`src/rtl/core/eup_pkg.sv`:
```
// eup_pkg: shared types, constants and codes of the eikonal upwind point update.
// No dependencies; imported by every module of the block.
`default_nettype none
package eup_pkg;

  localparam int NUM_AXES = 3;
  localparam int AXIS_W   = 2;
  localparam int CFG_IDX_W = 3;

  // register indexes of the configuration port
  localparam logic [CFG_IDX_W-1:0] CFG_ORDER = 3'd0;
  localparam logic [CFG_IDX_W-1:0] CFG_SP0   = 3'd1;
  localparam logic [CFG_IDX_W-1:0] CFG_SP1   = 3'd2;
  localparam logic [CFG_IDX_W-1:0] CFG_SP2   = 3'd3;

  localparam logic [1:0] ORDER_SECOND = 2'd2;

  // solve status codes
  localparam logic [1:0] ST_OK       = 2'd0;
  localparam logic [1:0] ST_FALLBACK = 2'd1;
  localparam logic [1:0] ST_NO_NBR   = 2'd2;
  localparam logic [1:0] ST_NEG_DISC = 2'd3;

  localparam logic signed [31:0] INF_CODE = 32'sh7FFF_FFFF;
  localparam logic [31:0]        NEG_SAT  = 32'h8000_0000;

  // accumulator caps
  localparam logic [22:0]        A_CAP = 23'h40_0000;
  localparam logic signed [62:0] B_CAP = 63'sh1000_0000_0000_0000;
  localparam logic [62:0]        C_CAP = 63'h4000_0000_0000_0000;
  localparam logic [52:0]        G_CAP = 53'h10_0000_0000_0000;

  // queue between front and back
  localparam int QUEUE_DEPTH = 4;
  localparam int QPTR_W      = 2;
  localparam logic [QPTR_W:0] QCOUNT_FULL = (QPTR_W+1)'(QUEUE_DEPTH);

  typedef struct packed {
    logic               second;
    logic [2:0][30:0]   spacing;   // zero already mapped to one LSB
  } cfg_t;

  // one classified axis word
  typedef struct packed {
    logic               contrib;
    logic [AXIS_W-1:0]  axis;
    logic signed [37:0] spcp;      // S*K
    logic [34:0]        u;         // |K|
    logic               sp3;       // S is 3
    logic               last;
    logic [30:0]        speed;
  } item_t;

  typedef struct packed {
    logic        start;
    logic [63:0] a;
    logic [63:0] b;
  } mul_req_t;

  typedef struct packed {
    logic         busy;
    logic         done;
    logic [127:0] prod;
  } mul_rsp_t;

  typedef struct packed {
    logic        start;
    logic [63:0] num;
    logic [30:0] den;
  } div_req_t;

  typedef struct packed {
    logic        busy;
    logic        done;
    logic [63:0] quo;
  } div_rsp_t;

  typedef struct packed {
    logic         start;
    logic [127:0] rad;
  } sqrt_req_t;

  typedef struct packed {
    logic        busy;
    logic        done;
    logic [63:0] root;
  } sqrt_rsp_t;

endpackage
`default_nettype wire

```
`src/rtl/core/eup_div.sv`:
```
// eup_div: 64 by 31 bit unsigned restoring divider, one quotient bit per cycle.
// Depends on eup_pkg.
`default_nettype none
module eup_div import eup_pkg::*; (
  input  wire logic     clk,
  input  wire logic     rst,
  input  wire div_req_t req,
  output div_rsp_t      rsp
);

  logic [63:0] num_r, quo;
  logic [30:0] den_r, rem;
  logic [5:0]  cnt;
  logic        busy, done;
  logic [31:0] rem_sh, rem_sub;
  logic        ge;

  always_comb begin
    rem_sh  = {rem, num_r[63]};
    ge      = rem_sh >= {1'b0, den_r};
    rem_sub = rem_sh - {1'b0, den_r};
  end

  always_ff @(posedge clk) begin
    if (rst) begin
      busy <= 1'b0;
      done <= 1'b0;
    end else begin
      done <= 1'b0;
      if (req.start) begin
        busy  <= 1'b1;
        cnt   <= '0;
        rem   <= '0;
        num_r <= req.num;
        den_r <= req.den;
      end else if (busy) begin
        rem   <= ge ? rem_sub[30:0] : rem_sh[30:0];
        quo   <= {quo[62:0], ge};
        num_r <= num_r << 1;
        cnt   <= cnt + 1'b1;
        if (cnt == 6'd63) begin
          busy <= 1'b0;
          done <= 1'b1;
        end
      end
    end
  end

  assign rsp.busy = busy;
  assign rsp.done = done;
  assign rsp.quo  = quo;

endmodule
`default_nettype wire

```
`config.mk`:
```
export PLATFORM = sky130hd
export DESIGN_NAME = eup_div
export DESIGN_NICKNAME = d
export VERILOG_FILES = /design/src/rtl/core/eup_pkg.sv /design/src/rtl/core/eup_div.sv
export SDC_FILE = /design/constraint.sdc
export NUM_CORES = 1
export LEC_CHECK = 0
export BUFFER_PORTS_ARGS = -buffer_cell sky130_fd_sc_hd__buf_2
export CAP_MARGIN = 10
export CORE_MARGIN = 2
export CORE_UTILIZATION = 50
export CTS_BUF_LIST = sky130_fd_sc_hd__clkbuf_8
export DETAILED_ROUTE_END_ITERATION = 16
export PLACE_DENSITY = 0.8
export SETUP_SLACK_MARGIN = 0.05
export SYNTH_ARGS = -nofsm -noshare
export SYNTH_HDL_FRONTEND = slang
export SYNTH_SLANG_ARGS = --single-unit
```
`constraint.sdc`:
```
create_clock -name clk -period 17 [get_ports clk]
set_input_delay 3.4 -clock clk [delete_from_list [all_inputs] [get_ports clk]]
set_output_delay 3.4 -clock clk [all_outputs]
set_load 0.01 [all_outputs]
```
==> results of run 1 <==
worst max-delay path: cells and delay by family:
family        cells  cell delay, ps
buf+inv           3            1440
simple gates      2             220
cells in the mapped netlist, types with 2 or more instances:
| cell | instances |
|---|---|
| sky130_fd_sc_hd__a211oi_1 | 4 |
| sky130_fd_sc_hd__a211oi_2 | 3 |
| sky130_fd_sc_hd__a21o_1 | 16 |
| sky130_fd_sc_hd__a21oi_1 | 47 |
| sky130_fd_sc_hd__a221o_1 | 4 |
| sky130_fd_sc_hd__a311oi_1 | 2 |
| sky130_fd_sc_hd__a31oi_1 | 4 |
| sky130_fd_sc_hd__and2_1 | 5 |
| sky130_fd_sc_hd__and3_1 | 9 |
| sky130_fd_sc_hd__and4_1 | 2 |
| sky130_fd_sc_hd__buf_1 | 9 |
| sky130_fd_sc_hd__buf_2 | 4 |
| sky130_fd_sc_hd__buf_4 | 3 |
| sky130_fd_sc_hd__buf_6 | 3 |
| sky130_fd_sc_hd__buf_8 | 2 |
| sky130_fd_sc_hd__clkbuf_1 | 7 |
| sky130_fd_sc_hd__dfxtp_1 | 2 |
| sky130_fd_sc_hd__edfxtp_1 | 196 |
| sky130_fd_sc_hd__ha_1 | 32 |
| sky130_fd_sc_hd__inv_1 | 45 |
| sky130_fd_sc_hd__mux2_2 | 63 |
| sky130_fd_sc_hd__mux2i_1 | 3 |
| sky130_fd_sc_hd__nand2_1 | 58 |
| sky130_fd_sc_hd__nand2b_1 | 4 |
| sky130_fd_sc_hd__nand3_1 | 20 |
| sky130_fd_sc_hd__nand4_1 | 5 |
| sky130_fd_sc_hd__nor2_1 | 25 |
| sky130_fd_sc_hd__nor3b_1 | 2 |
| sky130_fd_sc_hd__o211ai_1 | 7 |
| sky130_fd_sc_hd__o21a_1 | 2 |
| sky130_fd_sc_hd__o21ai_0 | 11 |
| sky130_fd_sc_hd__o21ai_1 | 3 |
| sky130_fd_sc_hd__o21bai_1 | 8 |
| sky130_fd_sc_hd__o311ai_0 | 2 |
| sky130_fd_sc_hd__o311ai_1 | 2 |
| sky130_fd_sc_hd__or3_1 | 8 |
| sky130_fd_sc_hd__or4_1 | 3 |
| sky130_fd_sc_hd__xnor2_1 | 15 |
| sky130_fd_sc_hd__xor2_1 | 7 |
routing by layer:
metal	vias up	global-route usage, %
li1	2816	-
met1	2792	25.24
met2	208	28.51
met3	20	3.820
met4	0	5.789
met5	-	0
final cells by class:
cell class / instances / area (um2)
sequential: 198 / 5926
tap: 229 / 286.5
clock buffer: 17 / 234.0
fill: 1420 / 7398
clock inverter: 15 / 210.2
multi-input combinational: 394 / 2942
timing repair buffer: 168 / 855.8
inverter: 46 / 172.7
worst min path at each step:
stage | depth (start not counted) | slack [ps] | endpoint | start
3_3_place_gp | 0 | 430 | quo[1] | quo[0]
6_report | 0 | 460 | quo[49] | quo[48]
2_1_floorplan | 0 | 500 | quo[10] | quo[9]
5_1_grt | 0 | 470 | quo[28] | quo[27]
4_1_cts | 0 | 460 | quo[28] | quo[27]
3_5_place_dp | 0 | 430 | quo[31] | quo[30]
flip-flops by register name (all words and copies together), names as in the netlist:
| name | flops |
|---|---|
| cnt | 6 |
| done | 1 |
| num_r | 64 |
| rem | 31 |
| den_r | 31 |
| quo | 64 |
| busy | 1 |
through the flow:
step | hold slack [ps] | utilization, %
2_1_floorplan | 499.0 | -
3_3_place_gp | 426.1 | 56.49
3_5_place_dp | 430.4 | 56.49
4_1_cts | 460.8 | 58.95
5_1_grt | 467.7 | 58.95
6_report | 457.2 | 58.95
where the power goes:
| part | leakage (nW) | total [mW] | switching, mW | internal (mW) |
|---|---|---|---|---|
| Sequential | 1.81 | 0.583 | 0.0114 | 0.572 |
| Clock | 0.217 | 0.316 | 0.198 | 0.118 |
| Combinational | 2.12 | 0.194 | 0.112 | 0.0824 |
cell families after synthesis:
family	Yosys count	share of synthesized area (%)
AOI/OAI and AO/OA	126	9.475
xor gates and xnor gates	22	2.096
adders and majority gates	33	4.574
buffers and inverters	74	3.689
DFF	198	64.47
muxes	66	8.045
and+or+nand+nor	147	7.650
==> qor.json, run 1 <==
{
  "outcome": {"value": "completed"},
  "drt_first_iter_violations": {"value": 302},
  "numCtsBuffers": {"value": 17},
  "cp_slowest_stage_delay": {"value": 660, "unit": "ps"},
  "die_w": {"value": 139.6, "unit": "um"},
  "cts-root-buf": {"value": "sky130_fd_sc_hd__clkbuf_8"},
  "r2r_setup_slack": {"value": 13570, "unit": "ps"},
  "p_per_area": {"value": 102.9, "unit": "nW/um2"},
  "criticalPathCategory": {"value": "primary input to register"},
  "place.gp.congestion": {"value": 0.8423},
  "syn_to_final_growth": {"value": 15.61, "unit": "%"},
  "detail_route.wl_per_cell": {"value": 16.46, "unit": "um"},
  "diodes": {"value": 0},
  "cpMaxStageDelayCell": {"value": "sky130_fd_sc_hd__buf_4"},
  "yosys_warnings": {"value": 0},
  "floorplan.initialDensity": {"value": 50.99, "unit": "%"},
  "place_worst_setup_slack": {"value": 11480, "unit": "ps"},
  "synth_flop_cell": {"value": "sky130_fd_sc_hd__edfxtp_1"},
  "design_power_total": {"value": 1.094, "unit": "mW"},
  "final_antenna_net_count": {"value": 0},
  "worst_slew_pin_slew": {"value": 1037, "unit": "ps"},
  "stdcell_count": {"value": 1067},
  "portBuffers": {"value": 163},
  "max_freq": {"value": 200.8, "unit": "MHz"},
  "rr_startpoint": {"value": "num_r[63]"},
  "critical_path.most_common_cell": {"value": "sky130_fd_sc_hd__buf_4"},
  "cp_max_fo": {"value": 53},
  "layout_commonest_cell": {"value": "sky130_fd_sc_hd__edfxtp_1"},
  "dr.pass1.iters": {"value": 5},
  "finalClockSkew": {"value": 13.48, "unit": "ps"},
  "detailed_route_wire_length": {"value": 17.56, "unit": "mm"},
  "tritoncts": {"value": "done"},
  "synth_register_bits": {"value": 198},
  "vias_per_cell": {"value": 5.470},
  "synthCells": {"value": 666},
  "fin_crit_sh": {"value": 29.29, "unit": "%"},
  "ctsHtreeMaxLevel": {"value": 4},
  "timing.setup.tns": {"value": 0, "unit": "ps"},
  "cp-end-kind": {"value": "register"},
  "cts.reportedPaths.clkPinSlew": {"value": 110, "unit": "ps"},
  "routed.top_layer": {"value": "met4"},
  "final_layout_size_suffix_gt1_share": {"value": 32.94, "unit": "%"},
  "numPlacedInstances": {"value": 1035},
  "globalRouteTotalUtil": {"value": 18.03, "unit": "%"},
  "design_area": {"value": 10630, "unit": "um2"},
  "worstSkewPairLatency": {"value": 470, "unit": "ps"},
  "synth-seq-area-share": {"value": 64.47, "unit": "%"},
  "critical_path_required": {"value": 17110, "unit": "ps"},
  "vias": {"value": 5836},
  "top_ports": {"value": 164},
  "die_area": {"value": 19480, "unit": "um2"},
  "first_global_vias": {"value": 5577},
  "synth_area": {"value": 9191, "unit": "um2"},
  "grt_overflow_total": {"value": 0},
  "clkSinkCount": {"value": 198},
  "vdd_drop_max": {"value": 0.0001009, "unit": "V"},
  "slew_viol_final": {"value": 0},
  "met2_routed_wirelength": {"value": 8.194, "unit": "mm"},
  "async_reset_ff_share": {"value": 0, "unit": "%"},
  "cts_hold_buffers": {"value": 0},
  "ff2ff_path_depth": {"value": 12},
  "crit_path_cell_trace": {"value": "buf_4 -> nor2_1 -> nor2_4 -> buf_4 -> buf_4"},
  "avgSynthCellArea": {"value": 13.80, "unit": "um2"},
  "routed-wl-met3": {"value": 1.006, "unit": "mm"},
  "r2r-end": {"value": "rem[26]"},
  "min_period": {"value": 4979, "unit": "ps"},
  "crit_start": {"value": "req[95]"},
  "drt-met1-wl": {"value": 8.100, "unit": "mm"},
  "postCtsSetupRepairBufs": {"value": 0},
  "timing.final.ws_setup": {"value": 12020, "unit": "ps"},
  "fp.coreArea": {"value": 18020, "unit": "um2"},
  "post_synth_main_area_contributors": {"value": "sky130_fd_sc_hd__edfxtp_1 (64%), sky130_fd_sc_hd__mux2_2 (7.7%), sky130_fd_sc_hd__ha_1 (4.4%), sky130_fd_sc_hd__a21oi_1 (2.6%), sky130_fd_sc_hd__nand2_1 (2.4%)"},
  "synth_top_area_cell": {"value": "sky130_fd_sc_hd__edfxtp_1"},
  "rsz0062_at_grt": {"value": "false"},
  "floorplan.rows": {"value": 49},
  "max_slew_margin": {"value": 30.85, "unit": "%"},
  "power.static_leakage": {"value": 4.152, "unit": "nW"},
  "layout.cells.most_common_list": {"value": "sky130_fd_sc_hd__edfxtp_1 (196), sky130_fd_sc_hd__buf_2 (162), sky130_fd_sc_hd__mux2_2 (63)"},
  "ctsResizeCount": {"value": 0},
  "place.detailed.hpwl": {"value": 12.07, "unit": "mm"},
  "die_h": {"value": 139.6, "unit": "um"},
  "largest_net_degree_at_the_start_of_global_routing": {"value": 87},
  "report.final.setup_viol": {"value": 0},
  "grt_antenna_before_repair": {"value": 0},
  "final_nets": {"value": 956},
  "synth_largest_type_area_fraction": {"value": 64.03, "unit": "%"},
  "grt_pass1_wl": {"value": 28.08, "unit": "mm"},
  "post_synth_num_cell_types": {"value": 58},
  "drv_cap": {"value": 0},
  "synth_enable_flop_cells": {"value": 196},
  "timing.hold.worst.class": {"value": "register to register"},
  "post-route-drc-count": {"value": 0},
  "critPathLaunchType": {"value": "primary input"},
  "report.final.hold_viol_count": {"value": 0},
  "critical_path_arrival": {"value": 5090, "unit": "ps"},
  "endpoint": {"value": "num_r[7]"},
  "dpl-instance-area": {"value": 10180, "unit": "um2"},
  "cts_max_path_buffers": {"value": 2},
  "synthesized_net_count": {"value": 797}
}
(Power assumes the default switching activity.)
==> run 2: changes to the inputs <==
--- a/config.mk
+++ b/config.mk
@@ -5,13 +5,14 @@
 export SDC_FILE = /design/constraint.sdc
 export NUM_CORES = 1
 export LEC_CHECK = 0
+export ABC_AREA = 1
 export BUFFER_PORTS_ARGS = -buffer_cell sky130_fd_sc_hd__buf_2
 export CAP_MARGIN = 10
 export CORE_MARGIN = 2
 export CORE_UTILIZATION = 50
 export CTS_BUF_LIST = sky130_fd_sc_hd__clkbuf_8
 export DETAILED_ROUTE_END_ITERATION = 16
-export PLACE_DENSITY = 0.8
+export PLACE_DENSITY = 0.82
 export SETUP_SLACK_MARGIN = 0.05
 export SYNTH_ARGS = -nofsm -noshare
 export SYNTH_HDL_FRONTEND = slang
==> constraint.sdc (replaced) <==
create_clock -name clk -period 4.3 [get_ports clk]
set_input_delay 0.86 -clock clk [delete_from_list [all_inputs] [get_ports clk]]
set_output_delay 0.86 -clock clk [all_outputs]
set_load 0.01 [all_outputs]
==> qor.json, run 2 <==
{
  "die_w": {"value": 145.6, "unit": "um", "change": "+4.3%"},
  "outcome": {"value": "completed"},
  "post_synth_num_cell_types": {"value": 39, "change": "-33%"},
  "r2r-end": {"value": "rem[23]"},
  "largest_net_degree_at_the_start_of_global_routing": {"value": 91, "change": "+4.6%"},
  "synth_enable_flop_cells": {"value": 196, "change": "unchanged"},
  "detail_route.wl_per_cell": {"value": 13.91, "unit": "um", "change": "-15%"},
  "globalRouteTotalUtil": {"value": 20.60, "unit": "%", "change": "+2.6 points"},
  "place.detailed.hpwl": {"value": 15.30, "unit": "mm", "change": "+27%"},
  "synth-seq-area-share": {"value": 59.13, "unit": "%", "change": "-5.3 points"},
  "first_global_vias": {"value": 7284, "change": "+31%"},
  "postCtsSetupRepairBufs": {"value": 0, "change": "unchanged"},
  "vias": {"value": 7564, "change": "+30%"},
  "rr_startpoint": {"value": "num_r[63]"},
  "report.final.setup_viol": {"value": 0, "change": "unchanged"},
  "max_freq": {"value": 375.6, "unit": "MHz"},
  "post_synth_main_area_contributors": {"value": "sky130_fd_sc_hd__edfxtp_1 (59%), sky130_fd_sc_hd__nand2_1 (16%), sky130_fd_sc_hd__inv_1 (5.8%), sky130_fd_sc_hd__nor2_1 (4.3%), sky130_fd_sc_hd__ha_1 (4.0%)"},
  "vdd_drop_max": {"value": 0.0002286, "unit": "V", "change": "+130%"},
  "critical_path.most_common_cell": {"value": "sky130_fd_sc_hd__nand2_1"},
  "post_synth_and_or_nand_nor_area_fraction": {"value": 25.33, "unit": "%", "change": "+18 points"},
  "criticalPathCategory": {"value": "register to register"},
  "synthesized_net_count": {"value": 1233, "change": "+55%"},
  "clkSinkCount": {"value": 198, "change": "unchanged"},
  "cpMaxStageDelayCell": {"value": "sky130_fd_sc_hd__fa_1"},
  "dominant_combinational_cell_family_by_area_after_synthesis": {"value": "simple AND/OR/NAND/NOR gates"},
  "cts_hold_buffers": {"value": 0, "change": "unchanged"},
  "worstSkewPairLatency": {"value": 480, "unit": "ps", "change": "about the same"},
  "fraction_of_the_mapped_netlist_area_in_compound_gates": {"value": 2.560, "unit": "%", "change": "-6.9 points"},
  "cts.reportedPaths.clkPinSlew": {"value": 110, "unit": "ps", "change": "about the same"},
  "power.static_leakage": {"value": 5.524, "unit": "nW", "change": "+33%"},
  "place.gp.congestion": {"value": 0.9419, "change": "+12%"},
  "async_reset_ff_share": {"value": 0, "unit": "%", "change": "unchanged"},
  "cp_slowest_stage_delay": {"value": 400, "unit": "ps", "change": "-260 ps"},
  "floorplan.rows": {"value": 51, "change": "+4.1%"},
  "ctsResizeCount": {"value": 0, "change": "unchanged"},
  "dr.pass1.iters": {"value": 5, "change": "unchanged"},
  "synth_register_bits": {"value": 198, "change": "unchanged"},
  "grt_antenna_before_repair": {"value": 0, "change": "unchanged"},
  "synthCells": {"value": 1102, "change": "+65%"},
  "ff2ff_path_depth": {"value": 15, "change": "+3"},
  "syn_to_final_growth": {"value": 14.90, "unit": "%"},
  "worst_slew_pin_slew": {"value": 950.2, "unit": "ps", "change": "-87.07 ps"},
  "synth_fa_ha_area_share": {"value": 4.195, "unit": "%", "change": "-0.38 points"},
  "rsz0062_at_grt": {"value": "false"},
  "final_nets": {"value": 1395, "change": "+46%"},
  "layout_commonest_cell": {"value": "sky130_fd_sc_hd__nand2_1"},
  "critical_path_required": {"value": 4540, "unit": "ps", "change": "-12570 ps"},
  "timing.hold.worst.class": {"value": "register to register"},
  "whs_endpoint": {"value": "quo[8]"},
  "cts_max_path_buffers": {"value": 2, "change": "unchanged"},
  "max_slew_margin": {"value": 36.51, "unit": "%", "change": "+5.7 points"},
  "die_h": {"value": 145.6, "unit": "um", "change": "+4.3%"},
  "grt_pass1_wl": {"value": 35.07, "unit": "mm", "change": "+25%"},
  "die_area": {"value": 21190, "unit": "um2", "change": "+8.8%"},
  "report.final.hold_viol_count": {"value": 0, "change": "unchanged"},
  "synth_top_area_cell": {"value": "sky130_fd_sc_hd__edfxtp_1"},
  "diodes": {"value": 0, "change": "unchanged"},
  "p_per_area": {"value": 378.0, "unit": "nW/um2", "change": "+270%"},
  "cts-root-buf": {"value": "sky130_fd_sc_hd__clkbuf_8"},
  "detailed_route_wire_length": {"value": 21.44, "unit": "mm", "change": "+22%"},
  "hold_path_startpoint": {"value": "quo[7]"},
  "final_antenna_net_count": {"value": 0, "change": "unchanged"},
  "finalClockSkew": {"value": 20.62, "unit": "ps", "change": "+7.136 ps"},
  "yosys_warnings": {"value": 0, "change": "unchanged"},
  "critPathLaunchType": {"value": "register"},
  "drt_first_iter_violations": {"value": 472, "change": "+56%"},
  "top_ports": {"value": 164, "change": "unchanged"},
  "cp_max_fo": {"value": 32, "change": "-40%"},
  "critical_path_arrival": {"value": 2900, "unit": "ps", "change": "-2190 ps"},
  "synth_area": {"value": 10020, "unit": "um2", "change": "+9.0%"},
  "floorplan.initialDensity": {"value": 51.15, "unit": "%", "change": "+0.16 points"},
  "portBuffers": {"value": 163, "change": "unchanged"},
  "whs_path_depth": {"value": 0, "change": "unchanged"},
  "numCtsBuffers": {"value": 17, "change": "unchanged"},
  "tritoncts": {"value": "done"},
  "synth_flop_cell": {"value": "sky130_fd_sc_hd__edfxtp_1"},
  "biggestRegsByFlops": {"value": "num_r: 64 flops, quo: 64 flops"},
  "ctsHtreeMaxLevel": {"value": 4, "change": "unchanged"},
  "hold_slack": {"value": 457.4, "unit": "ps", "change": "+0.1630 ps"},
  "crit_path_cell_trace": {"value": "inv_1 -> ha_1 -> fa_1 -> inv_1 -> nand2_1 -> nand2_1 -> nand3_2 -> nand2_2 -> nand2_1 -> nand3_2 -> nand2_4 -> nand2_8 -> inv_6 -> nor2_1 -> nor2_1"},
  "layout.cells.most_common_list": {"value": "sky130_fd_sc_hd__nand2_1 (434), sky130_fd_sc_hd__edfxtp_1 (196), sky130_fd_sc_hd__buf_2 (163)"},
  "synth_largest_type_area_fraction": {"value": 58.73, "unit": "%", "change": "-5.3 points"},
  "mux_cell_area_share_after_synthesis": {"value": 0, "unit": "%", "change": "-8.0 points"},
  "slew_viol_final": {"value": 0, "change": "unchanged"},
  "most_used_standard_cell_by_instance_count_after_synthesis": {"value": "sky130_fd_sc_hd__nand2_1"},
  "post-route-drc-count": {"value": 0, "change": "unchanged"},
  "fin_crit_sh": {"value": 61.92, "unit": "%"},
  "fp.coreArea": {"value": 19590, "unit": "um2", "change": "+8.7%"},
  "avgSynthCellArea": {"value": 9.093, "unit": "um2", "change": "-34%"},
  "synth.cells.most_frequent": {"value": "sky130_fd_sc_hd__nand2_1 (434), sky130_fd_sc_hd__edfxtp_1 (196), sky130_fd_sc_hd__inv_1 (156)"},
  "synth_xor_xnor_area_share": {"value": 1.224, "unit": "%", "change": "-0.87 points"},
  "drv_cap": {"value": 0, "change": "unchanged"},
  "vias_per_cell": {"value": 4.909, "change": "-10%"},
  "r2r_setup_slack": {"value": 1640, "unit": "ps", "change": "-11930 ps"},
  "final_layout_size_suffix_gt1_share": {"value": 17.71, "unit": "%", "change": "-15 points"},
  "grt_overflow_total": {"value": 0, "change": "unchanged"},
  "timing.setup.tns": {"value": 0, "unit": "ps", "change": "unchanged"},
  "cp-end-kind": {"value": "register"},
  "min_period": {"value": 2662, "unit": "ps"}
}
## run 2: cell count changes after synthesis, moves of 9 or more
cell	change
sky130_fd_sc_hd__nand2_1	+376
sky130_fd_sc_hd__inv_1	+111
sky130_fd_sc_hd__nor2_1	+91
sky130_fd_sc_hd__mux2_2	-63
sky130_fd_sc_hd__a21oi_1	-23
sky130_fd_sc_hd__a21o_1	-16
sky130_fd_sc_hd__xnor2_1	-13
sky130_fd_sc_hd__nand3_1	+11
sky130_fd_sc_hd__nand3b_1	+11
sky130_fd_sc_hd__and3_1	-9
## run 2: cell type report
class                   instances  area, um2
clock buffers                  17      234.0
repair buffers                169      873.3
flip-flops and latches        198       5926
multi-input cells             717       3364
inverters                     161      609.3
well taps                     265      331.6
fillers                      1717       8077
clock inverters                14      175.2
## run 2: logic make-up after synthesis
| logic type | count (synthesis) |
|---|---|
| adders and majority gates | 33 |
| DFF | 198 |
| AOI/OAI and AO/OA | 49 |
| buffers and inverters | 187 |
| and+or+nand+nor | 621 |
| xor gates and xnor gates | 14 |
## run 2: where the power goes
group / switching (mW) / internal, mW / leakage (nW) / total (mW)
clock network: 0.761 / 0.448 / 0.204 / 1.21
registers: 0.0447 / 2.26 / 1.87 / 2.30
logic: 0.550 / 0.289 / 3.45 / 0.839
## run 2: through the flow
stage | util, % | cells | cell area (um2) | power, mW | setup WS [ps]
CTS | 58.77 | 1541 | 11510 | 4.372 | 1640
detailed placement | 56.68 | 1510 | 11100 | 3.180 | 1398
floorplan | - | 1102 | 10030 | 2.960 | 744.7
finish | 58.77 | 1541 | 11510 | 4.352 | 1638
global route | 58.77 | 1541 | 11510 | 4.577 | 1394
global placement | 56.68 | 1510 | 11100 | 3.156 | 1457
## run 2: worst max-delay path by stage
stage / from / endpoint / depth (start not counted)
floorplan: req[95] / cnt[0] / 4
global placement: req[95] / num_r[19] / 4
detailed placement: req[95] / rem[22] / 4
CTS: num_r[63] / rem[23] / 15
global route: num_r[63] / rem[23] / 15
finish: num_r[63] / rem[23] / 15
## run 2: layer usage
metal | track usage, % | wire, um | share of wire, % | up-vias
met5 | 0 | 0 | 0 | -
met4 | 4.853 | 263 | 1.2 | 0
met3 | 4.796 | 1327 | 6.2 | 25
met2 | 34.43 | 10210 | 48 | 257
met1 | 27.54 | 9642 | 45 | 3470
li1 | - | - | - | 3812
## run 2: critical path: cells and delay by family (launching register included)
| kind | cells | cell delay [ps] |
|---|---|---|
| flops | 1 | 360 |
| simple gates | 10 | 1130 |
| buf+inv | 3 | 290 |
| fa+ha+maj | 2 | 610 |
==> run 3: changes to the inputs <==
--- a/config.mk
+++ b/config.mk
@@ -5,7 +5,7 @@
 export SDC_FILE = /design/constraint.sdc
 export NUM_CORES = 1
 export LEC_CHECK = 0
-export ABC_AREA = 1
+export ABC_AREA = 0
 export BUFFER_PORTS_ARGS = -buffer_cell sky130_fd_sc_hd__buf_2
 export CAP_MARGIN = 10
 export CORE_MARGIN = 2
==> constraint.sdc (replaced) <==
create_clock -name clk -period 2.25 [get_ports clk]
set_input_delay 0.45 -clock clk [delete_from_list [all_inputs] [get_ports clk]]
set_output_delay 0.45 -clock clk [all_outputs]
set_load 0.01 [all_outputs]
==> qor.json, run 3 (synthesis results as in run 1) <==
{
  "cp-end-kind": {"value": "register"},
  "timing.hold.worst.class": {"value": "primary input to register"},
  "place.detailed.hpwl": {"value": 14.34, "unit": "mm", "change": "-6.3%"},
  "power.share.switching": {"value": 30.43, "unit": "%", "change": "-0.71 points"},
  "max_slew_margin": {"value": 63.81, "unit": "%", "change": "+27 points"},
  "report.final.setup_viol": {"value": 32, "change": "+32"},
  "critPathLaunchType": {"value": "register"},
  "ctsHtreeMaxLevel": {"value": 4, "change": "unchanged"},
  "final_antenna_net_count": {"value": 0, "change": "unchanged"},
  "hold_slack": {"value": 131.0, "unit": "ps", "change": "-326.3 ps"},
  "max_freq": {"value": 356.3, "unit": "MHz", "change": "-5.1%"},
  "power.static_leakage": {"value": 4.909, "unit": "nW", "change": "-11%"},
  "die_w": {"value": 139.6, "unit": "um", "change": "-4.1%"},
  "p_per_area": {"value": 752.3, "unit": "nW/um2", "change": "+99%"},
  "cp_slowest_stage_delay": {"value": 490, "unit": "ps", "change": "+90 ps"},
  "cp_max_fo": {"value": 4, "change": "-88%"},
  "switchingPower": {"value": 2.789, "unit": "mW", "change": "+110%"},
  "fp.coreArea": {"value": 18020, "unit": "um2", "change": "-8.0%"},
  "diodes": {"value": 0, "change": "unchanged"},
  "fin_util": {"value": 67.58, "unit": "%", "change": "+8.8 points"},
  "dr.pass1.iters": {"value": 5, "change": "unchanged"},
  "portBuffers": {"value": 163, "change": "unchanged"},
  "worstSkewPairLatency": {"value": 490, "unit": "ps", "change": "about the same"},
  "timing.final.ws_setup": {"value": -556.4, "unit": "ps", "change": "-2194 ps"},
  "biggestRegsByFlops": {"value": "num_r: 64 flops, quo: 64 flops"},
  "cts_hold_buffers": {"value": 0, "change": "unchanged"},
  "finalClockSkew": {"value": 17.61, "unit": "ps", "change": "-3.009 ps"},
  "detailed_route_wire_length": {"value": 21.48, "unit": "mm", "change": "+0.16%"},
  "power_frac_comb": {"value": 25.3, "unit": "%", "change": "+6.0 points"},
  "top_ports": {"value": 164, "change": "unchanged"},
  "worst_slew_pin_slew": {"value": 538.7, "unit": "ps", "change": "-411.5 ps"},
  "final_nets": {"value": 1096, "change": "-21%"},
  "detail_route.wl_per_cell": {"value": 17.79, "unit": "um", "change": "+28%"},
  "cts-root-buf": {"value": "sky130_fd_sc_hd__clkbuf_8"},
  "internal-power": {"value": 6.376, "unit": "mW", "change": "+110%"},
  "critical_path_arrival": {"value": 3160, "unit": "ps", "change": "+260 ps"},
  "timing.setup.tns": {"value": -13470, "unit": "ps", "change": "-13470 ps"},
  "drt_first_iter_violations": {"value": 478, "change": "+1.3%"},
  "dpl-instance-area": {"value": 11250, "unit": "um2", "change": "+1.3%"},
  "grt_pass1_wl": {"value": 32.91, "unit": "mm", "change": "-6.2%"},
  "layout.cells.most_common_list": {"value": "sky130_fd_sc_hd__edfxtp_1 (196), sky130_fd_sc_hd__buf_2 (162), sky130_fd_sc_hd__buf_4 (136)"},
  "report.final.hold_viol_count": {"value": 0, "change": "unchanged"},
  "design_power_total": {"value": 9.164, "unit": "mW", "change": "+110%"},
  "die_area": {"value": 19480, "unit": "um2", "change": "-8.1%"},
  "floorplan.initialDensity": {"value": 50.99, "unit": "%", "change": "-0.16 points"},
  "floorplan.rows": {"value": 49, "change": "-3.9%"},
  "grt_overflow_total": {"value": 0, "change": "unchanged"},
  "die_h": {"value": 139.6, "unit": "um", "change": "-4.1%"},
  "slew_viol_final": {"value": 0, "change": "unchanged"},
  "layout_commonest_cell": {"value": "sky130_fd_sc_hd__edfxtp_1"},
  "rsz0062_at_grt": {"value": "true"},
  "globalRouteTotalUtil": {"value": 21.23, "unit": "%", "change": "+0.63 points"},
  "criticalPathCategory": {"value": "register to register"},
  "outcome": {"value": "finished with violations"},
  "largest_net_degree_at_the_start_of_global_routing": {"value": 47, "change": "-48%"},
  "design_area": {"value": 12180, "unit": "um2", "change": "+5.8%"},
  "final_layout_size_suffix_gt1_share": {"value": 50.00, "unit": "%", "change": "+32 points"},
  "post-route-drc-count": {"value": 0, "change": "unchanged"},
  "tritoncts": {"value": "done"},
  "critical_path_required": {"value": 2600, "unit": "ps", "change": "-1940 ps"},
  "first_global_vias": {"value": 6600, "change": "-9.4%"},
  "vias_per_cell": {"value": 5.500, "change": "+12%"},
  "critical_path.most_common_cell": {"value": "sky130_fd_sc_hd__nand3_1"},
  "cpMaxStageDelayCell": {"value": "sky130_fd_sc_hd__o32ai_2"},
  "min_period": {"value": 2806, "unit": "ps", "change": "+143.9 ps"},
  "cts.reportedPaths.clkPinSlew": {"value": 120, "unit": "ps", "change": "about the same"},
  "cts_max_path_buffers": {"value": 2, "change": "unchanged"},
  "numCtsBuffers": {"value": 17, "change": "unchanged"},
  "fin_crit_sh": {"value": 124.7, "unit": "%", "change": "+63 points"},
  "drv_cap": {"value": 0, "change": "unchanged"},
  "seq_power_share": {"value": 48.3, "unit": "%", "change": "-4.6 points"},
  "power_frac_clock": {"value": 26.4, "unit": "%", "change": "-1.4 points"},
  "syn_to_final_growth": {"value": 32.53, "unit": "%"},
  "vias": {"value": 6639, "change": "-12%"},
  "grt_antenna_before_repair": {"value": 0, "change": "unchanged"},
  "vdd_drop_max": {"value": 0.0005649, "unit": "V", "change": "+150%"},
  "place.gp.congestion": {"value": 0.9145, "change": "-2.9%"},
  "failed_checks": {"value": "setup timing"},
  "clkSinkCount": {"value": 198, "change": "unchanged"},
  "crit_path_cell_trace": {"value": "ha_1 -> nand3_1 -> o32ai_2 -> a21oi_2 -> o311ai_2 -> a31oi_1 -> or4_1 -> nand3_1"}
}
run 3: changes by cell type in the layout (fill, tap and decap cells not counted), moves of 11 or more:
cell,delta
sky130_fd_sc_hd__inv_1,-115
sky130_fd_sc_hd__ha_1,-12
sky130_fd_sc_hd__mux2_2,+63
sky130_fd_sc_hd__buf_4,+131
sky130_fd_sc_hd__a21o_1,+16
sky130_fd_sc_hd__xnor2_1,+13
sky130_fd_sc_hd__nand2_1,-389
sky130_fd_sc_hd__a21oi_2,+15
sky130_fd_sc_hd__nand3_1,-17
sky130_fd_sc_hd__nor2_1,-96
sky130_fd_sc_hd__nand3b_1,-11
sky130_fd_sc_hd__ha_4,+11
run 3: cell type report:
cell class                      instances  area, um2
Clock buffer                           17      234.0
Clock inverter                         15      203.9
Fill cell                            1267       5843
Inverter                               46      185.2
Multi-Input combinational cell        395       3371
Sequential cell                       198       5926
Tap cell                              229      286.5
Timing Repair Buffer                  307       1976
run 3: repair_timing:
action,4_1_cts,5_1_grt
pin swaps,15,11
buffers inserted,11,10
endpoints found under the setup margin,32,32
gates cloned,1,0
resized for setup,27,37
hold endpoints to repair,0,0
run 3: power groups by stage:
stage                     Clock (mW)  Combinational [mW]  Sequential, mW
after floorplan                    0                1.24            4.48
after global placement             0                1.92            4.48
after detailed placement           0                1.97            4.49
after CTS                       2.48                2.13            4.41
after global routing            2.62                2.51            4.44
final                           2.42                2.32            4.42
run 3: per-stage QoR:
| stage | setup slack, ps | instances |
|---|---|---|
| 2_1_floorplan | -437.1 | 666 |
| 6_report | -556.4 | 1207 |
| 3_5_place_dp | -562.6 | 1154 |
| 4_1_cts | -475.1 | 1197 |
| 3_3_place_gp | -468.1 | 1154 |
| 5_1_grt | -659.8 | 1207 |
run 3: final timing paths:
| path | cells after the start | to | from | slack (ps) |
|---|---|---|---|---|
| hold reg to reg | 0 | quo[48] | quo[47] | 460 |
| setup / recovery | 8 | rem[27] | rem[7] | -560 |
| setup reg to reg | 8 | rem[27] | rem[7] | -560 |
| hold / removal | 1 | den_r[17] | req[17] | 130 |
run 3: critical path, delay by kind of cell, from the launching register on:
family	cells	cell delay, ps
and+or+nand+nor	3	720
DFF	1	420
adders and majority gates	1	370
AOI/OAI and AO/OA	4	1170
run 3: layer usage:
layer	track usage [%]	wire (um)	vias up
li1	-	-	3093
met1	27.37	8863	3207
met2	35.94	10630	289
met3	4.577	1440	50
met4	7.158	543	0
met5	0	0	-
